**config.mk**
```make
export PLATFORM = sky130hd
export DESIGN_NAME = led_command_frame_parser
export DESIGN_NICKNAME = d
export VERILOG_FILES = /design/src/lcfp_pkg.sv /design/src/led_command_frame_parser.sv
export VERILOG_INCLUDE_DIRS = /design/src /design/src/src
export SDC_FILE = /design/constraint.sdc
export NUM_CORES = 1
export LEC_CHECK = 0
export BUFFER_PORTS_ARGS = -buffer_cell sky130_fd_sc_hd__buf_4
export CAP_MARGIN = 20
export CORE_ASPECT_RATIO = 1.25
export CORE_MARGIN = 4
export CORE_UTILIZATION = 51
export CTS_CLUSTER_SIZE = 8
export DETAILED_ROUTE_END_ITERATION = 8
export PLACE_DENSITY = 0.7
export REMOVE_ABC_BUFFERS = 1
export SETUP_SLACK_MARGIN = 0.5
export SLEW_MARGIN = 20
export SYNTH_ARGS = -nofsm -noshare
export SYNTH_HDL_FRONTEND = slang
export SYNTH_SLANG_ARGS = --single-unit
```
**constraint.sdc**
```tcl
create_clock -name clk -period 5.35 [get_ports clk]
set_input_delay 1.07 -clock clk [delete_from_list [all_inputs] [get_ports clk]]
set_output_delay 1.07 -clock clk [all_outputs]
set_load 0.02 [all_outputs]
```
**src/assert_macros.svh**
```systemverilog
// Assertion macros for the RTL files, included by led_command_frame_parser.
// Simulation gets concurrent assertions; synthesis sees empty bodies.
`ifndef ASSERT_MACROS_SVH
`define ASSERT_MACROS_SVH
`ifndef SYNTHESIS
`define ASSERT_CLK(lbl, clk, rst, prop, msg) \
  lbl: assert property (@(posedge clk) disable iff (rst) prop) else $error(msg);
`define ASSERT_CLK_NORST(lbl, clk, prop, msg) \
  lbl: assert property (@(posedge clk) prop) else $error(msg);
`else
`define ASSERT_CLK(lbl, clk, rst, prop, msg)
`define ASSERT_CLK_NORST(lbl, clk, prop, msg)
`endif
`endif

```
**src/lcfp_pkg.sv**
```systemverilog
// Constants and types for the LED command frame parser.
// No dependencies; imported by led_command_frame_parser.
package lcfp_pkg;

  localparam logic [7:0] FRAME_HEADER = 8'hAA;
  localparam logic [7:0] LED_ID_RED   = 8'h01;
  localparam logic [7:0] LED_ID_GREEN = 8'h02;
  localparam logic [7:0] LED_ID_BLUE  = 8'h03;
  localparam logic [7:0] STATE_OFF    = 8'h00;

  localparam int POS_W   = 9;
  localparam int OUT_W   = 16;

  // Result word as it leaves on the master side, lowest bit last in the list.
  typedef struct packed {
    logic [3:0] pad;
    logic       frame_valid;
    logic       blue_on;
    logic       green_on;
    logic       red_on;
    logic [7:0] echo_byte;
  } result_t;

endpackage

```
**src/led_command_frame_parser.sv**
```systemverilog
// LED command frame parser: checks header, length and checksum of byte frames
// and applies LED on/off pairs at the end of a valid frame. Uses lcfp_pkg.
//
// Usage:
//   The slave side takes one received byte per word in s_axis_tdata[7:0];
//   s_axis_tlast marks the last byte of a frame. Every accepted word gives
//   exactly one result word on the master side: the echoed byte, the LED
//   drive after that byte and, on the closing byte, the frame verdict.
//   m_axis_tlast is high on the result of a frame's closing byte.
// Timing and throughput:
//   A result is registered on the edge that accepts its byte. One byte is taken
//   every cycle while the receiver takes results; the frame state and the single
//   output register are updated in the same edge, so the rate is set only by the output register.
// Stall behavior:
//   When the receiver holds m_axis_tready low with a result waiting, the
//   output register holds and s_axis_tready drops until the result is taken.
// Reset:
//   rst clears the frame state, turns all LEDs off and empties the output.
//   The block is ready for a byte once reset is released.
`include "assert_macros.svh"

module led_command_frame_parser
  import lcfp_pkg::*;
(
  input  logic             clk,
  input  logic             rst,
  input  logic             s_axis_tvalid,
  output logic             s_axis_tready,
  input  logic [7:0]       s_axis_tdata,  // [7:0] rx_byte
  input  logic             s_axis_tlast,  // end_of_frame
  output logic             m_axis_tvalid,
  input  logic             m_axis_tready,
  output logic [OUT_W-1:0] m_axis_tdata,  // [7:0] echo_byte, [8] red_on, [9] green_on,
                                          // [10] blue_on, [11] frame_valid, [15:12] zero
  output logic             m_axis_tlast   // frame_done
);

  logic [POS_W-1:0] byte_position, byte_position_next;
  logic [7:0]       running_sum, running_sum_next;
  logic             header_seen, header_seen_next;
  logic [7:0]       length_byte, length_byte_next;
  logic [7:0]       pair_id, pair_id_next;
  logic [2:0]       pending_written, pending_written_next;
  logic [2:0]       pending_value, pending_value_next;
  logic [2:0]       led_state, led_state_next;

  logic             s_fire;
  logic [7:0]       rx_byte;
  logic             pos_sat;
  logic [2:0]       id_bit;
  logic [POS_W-1:0] frame_len;
  logic             valid_c;
  result_t          result;
  result_t          out_word;
  logic             out_last;
  logic             out_valid;

  assign s_axis_tready = !out_valid || m_axis_tready;
  assign s_fire        = s_axis_tvalid && s_axis_tready;
  assign rx_byte       = s_axis_tdata;
  assign pos_sat       = byte_position[POS_W-1];
  assign frame_len     = byte_position + POS_W'(1);

  always_comb begin
    case (pair_id)
      LED_ID_RED:   id_bit = 3'b001;
      LED_ID_GREEN: id_bit = 3'b010;
      LED_ID_BLUE:  id_bit = 3'b100;
      default:      id_bit = 3'b000;
    endcase
  end

  always_comb begin
    byte_position_next   = byte_position;
    running_sum_next     = running_sum;
    header_seen_next     = header_seen;
    length_byte_next     = length_byte;
    pair_id_next         = pair_id;
    pending_written_next = pending_written;
    pending_value_next   = pending_value;
    led_state_next       = led_state;
    valid_c              = 1'b0;

    if (byte_position == '0) begin
      header_seen_next = (rx_byte == FRAME_HEADER);
    end else if (byte_position == POS_W'(1)) begin
      length_byte_next = rx_byte;
    end else if (!pos_sat) begin
      if (!byte_position[0]) begin
        pair_id_next = rx_byte;
      end else begin
        // Odd positions carry the state byte; the checksum byte may be one too.
        pending_written_next = pending_written | id_bit;
        if (rx_byte != STATE_OFF) begin
          pending_value_next = pending_value | id_bit;
        end else begin
          pending_value_next = pending_value & ~id_bit;
        end
      end
    end

    if (s_axis_tlast) begin
      valid_c = header_seen && !pos_sat && (byte_position >= POS_W'(2)) &&
                ({1'b0, length_byte} == frame_len) && (running_sum == rx_byte);
      if (valid_c) begin
        led_state_next = (led_state & ~pending_written_next) |
                         (pending_value_next & pending_written_next);
      end
      byte_position_next   = '0;
      running_sum_next     = '0;
      header_seen_next     = 1'b0;
      length_byte_next     = '0;
      pair_id_next         = '0;
      pending_written_next = '0;
      pending_value_next   = '0;
    end else begin
      running_sum_next = running_sum + rx_byte;
      if (!pos_sat) begin
        byte_position_next = frame_len;
      end
    end
  end

  always_comb begin
    result             = '0;
    result.echo_byte   = rx_byte;
    result.red_on      = led_state_next[0];
    result.green_on    = led_state_next[1];
    result.blue_on     = led_state_next[2];
    result.frame_valid = valid_c;
  end

  always_ff @(posedge clk) begin
    if (rst) begin
      byte_position   <= '0;
      running_sum     <= '0;
      header_seen     <= 1'b0;
      length_byte     <= '0;
      pair_id         <= '0;
      pending_written <= '0;
      pending_value   <= '0;
      led_state       <= '0;
      out_valid       <= 1'b0;
    end else begin
      if (s_fire) begin
        byte_position   <= byte_position_next;
        running_sum     <= running_sum_next;
        header_seen     <= header_seen_next;
        length_byte     <= length_byte_next;
        pair_id         <= pair_id_next;
        pending_written <= pending_written_next;
        pending_value   <= pending_value_next;
        led_state       <= led_state_next;
        out_valid       <= 1'b1;
      end else if (m_axis_tready) begin
        out_valid <= 1'b0;
      end
    end
  end

  always_ff @(posedge clk) begin
    if (s_fire) begin
      out_word <= result;
      out_last <= s_axis_tlast;
    end
  end

  assign m_axis_tvalid = out_valid;
  assign m_axis_tdata  = out_word;
  assign m_axis_tlast  = out_last;

  `ASSERT_CLK(a_pos_cleared_after_last, clk, rst,
    (s_fire && s_axis_tlast) |=> (byte_position == '0),
    "frame state not cleared after closing byte")
  `ASSERT_CLK(a_pos_saturates, clk, rst,
    byte_position <= POS_W'(256),
    "byte position passed its saturation value")
  `ASSERT_CLK_NORST(a_led_only_on_valid_close, clk,
    (led_state != $past(led_state)) |->
      ($past(rst) || $past(s_fire && s_axis_tlast && valid_c)),
    "LED state changed outside a valid frame close")

endmodule
```
==> flow_summary.yaml <==
clocking:
  cts_root_buf: "clkbuf_8"
  h-tree-depth: 3
  cts_resized: 0
  cts_setup_buffers: 0
  worstSkewPairLatency_ps: 340
  ctsLongestPathBuffers: 2
  ctsHoldBuffers: 0
  cts.sinks: 57
  cts_tree: "done"
  clk_pin_slew_ps: 70
  cts_buffers: 9
critical_path:
  slowest_stage: "dfxtp_1"
  startpoint_type: "flop"
  worst_path_largest_cell_delay_ps: 550
  arrival_ps: 3380
  cp_max_fo: 9
  critPathKind: "flop to flop"
  cp.required_ps: 5450
  path_cells: "ha_1, nand4_1, ha_1, nor4_1, nand2_1, nor4_1, nand4bb_1, nor3_1, mux2_4"
  cp-end-kind: "flop"
routing:
  via_per_inst: 5.743
  drcViolationCount: 0
  ant_nets: 0
  drt_iter0_drc: 170
  drt_first_pass_iters: 4
  dr_total_vias: 2573
  routedWlPerCell_um: 16.67
  wirelength_um: 7468
timing:
  rsz0062_at_grt: "false"
  min_period_ps: 3279
  timing.fmax_mhz: 304.9
  skew_ps: 9.720
  fin_crit_sh: 0.6130
  worst_hold_slack_ps: 470.8
  finalHoldViolCount: 0
  worst_pin_slew_ps: 661.8
  setup_viol: 0
  slew-limit-headroom: 0.5568
  final_max_slew_viol_count: 0
  fin_setup_tns_ps: 0
global_route:
  grt_antenna_before_repair: 0
  grt.total_usage: 0.2069
  gr-usage-met2: 0.3757
  top_usage_layer: "met2"
  grt-ovfl-total: 0
  grt_max_degree: 52
  first_global_vias: 2504
  grt_pass1_wl_um: 12050
  grt_use_met3: 0.03090
  grt_use_met1: 0.2403
placement:
  io_buffer_count: 27
  gp_congestion: 0.8428
  place_area_mm2: 0.003382
  dp_hpwl_um: 5298
die:
  io_pins: 32
  initial_utilization: 0.5369
  core-area_mm2: 0.005896
  die_h_um: 96.09
  die_w_um: 78.47
  row_count: 31
  die-area_mm2: 0.007539
yosys:
  synth_cells: 341
  synth_xor_area_frac: 0.03874
  syn_area_mm2: 0.003166
  synth-main-ff-cell: "dfxtp_1"
  synth_seq_cells: 57
  synth_fa_ha_area_frac: 0.05375
  yosysMostFrequentCell: "dfxtp_1"
  synth_top_family_by_area: "simple AND/OR/NAND/NOR gates"
  netlist.area_leader.share: 0.2783
  ys_seq_area_frac: 0.4016
  synth_largest_area_cell: "dfxtp_1"
  synth_common_cells: "dfxtp_1 (44), nor2_1 (41), mux2i_1 (21)"
  synth_compound_area_frac: 0.1209
  synth_simple_gate_area_frac: 0.2455
  muxShareOfSynthArea: 0.09130
  async_flop_share: 0
  ys_types: 58
  ys.warnings.count: 0
  synth_area_leaders: "dfxtp_1 (28%), edfxtp_1 (12%), mux2i_1 (6.6%), nor2_1 (4.9%), ha_1 (4.7%)"
  synth_edf_count: 13
  avgSynthCellArea_um2: 9.283
layout:
  area_growth_pct: 12.69
  drive_gt1_frac: 0.1639
  fin_area_mm2: 0.003567
  nets: 387
  diodes: 0
  utilization: 0.6051
job:
  max-cap-violations: 0
power:
  ir_drop_mv: 0.1629
  cellLeakagePower_nw: 1.385
  power_density_mw_per_mm2: 271.0
run_status:
  outcome: "complete, no violations"
min_path:
  min_path_type: "flop to flop"
[through the flow]
step | cells | worst slack (ps) | total power [W]
after floorplan | 320 | 2175 | 0.0005480
after global placement | 432 | 1884 | 0.0005967
after detailed placement | 432 | 1849 | 0.0005995
after CTS | 448 | 2097 | 0.0009696
after global routing | 448 | 1776 | 0.0009975
final | 448 | 2071 | 0.0009666
[layer usage]
layer | routed length, µm | share of wire
met5 | 0 | 0
met3 | 202 | 0.027
met2 | 3899 | 0.52
met1 | 3250 | 0.44
met4 | 116 | 0.016
[power breakdown]
group	switching (W)	internal (W)	leakage (nW)
Combinational	0.0000758	0.0000497	0.809
Clock	0.000171	0.000206	0.0927
Sequential	0.0000103	0.000455	0.484
Total	0.000257	0.000710	1.39
[area by class of cell]
| type | instances | area (µm²) |
|---|---|---|
| Clock inverter | 2 | 12.51 |
| Inverter | 7 | 26.28 |
| Timing Repair Buffer | 30 | 225.2 |
| Clock buffer | 14 | 172.7 |
| Sequential cell | 57 | 1271 |
| Multi-Input combinational cell | 256 | 1757 |
| Fill cell | 534 | 2328 |
| Tap cell | 82 | 102.6 |
[worst paths after layout]
path,start,to,slack (ps),cells after the start
worst max-delay path,byte_position[0]$_SDFFE_PP0P_,m_axis_tdata[9]$_DFFE_PP_,2070,9
worst min-delay path,running_sum[0]$_SDFFE_PP0P_,running_sum[0]$_SDFFE_PP0P_,470,2
worst max register to register,byte_position[0]$_SDFFE_PP0P_,m_axis_tdata[9]$_DFFE_PP_,2070,9
worst min register to register,running_sum[0]$_SDFFE_PP0P_,running_sum[0]$_SDFFE_PP0P_,470,2
[worst max-delay path: cells and delay by family, from the launching register on]
family	cells	cell delay (ps)
and+or+nand+nor	6	1440
adders and majority gates	2	740
DFF	1	550
muxes	1	320
[cells by family (layout without fill, tap and decap cells)]
logic type | Yosys count | in the layout
flops | 57 | 57
fa+ha+maj | 13 | 13
buf+inv | 31 | 53
compound gates | 61 | 61
simple gates | 137 | 137
mux | 27 | 27
other cells | 1 | 4
xor+xnor | 14 | 14
[flip-flops by register name, indices dropped and copies added (netlist names)]
register,count
byte_position,9
header_seen,1
led_state,3
length_byte,8
m_axis_tdata,12
m_axis_tlast,1
m_axis_tvalid,1
pair_id,8
pending_value,3
pending_written,3
running_sum,8
[placed cells by master, fill, tap and decap left out, drive strengths merged, types with 14 or more instances in the layout]
| master | count |
|---|---|
| nor2 | 41 |
| a21oi | 19 |
| buf | 30 |
| dfxtp | 44 |
| mux2i | 21 |
| nor4 | 15 |
| nand2 | 17 |
| clkbuf | 14 |
(Power assumes the default switching activity.)
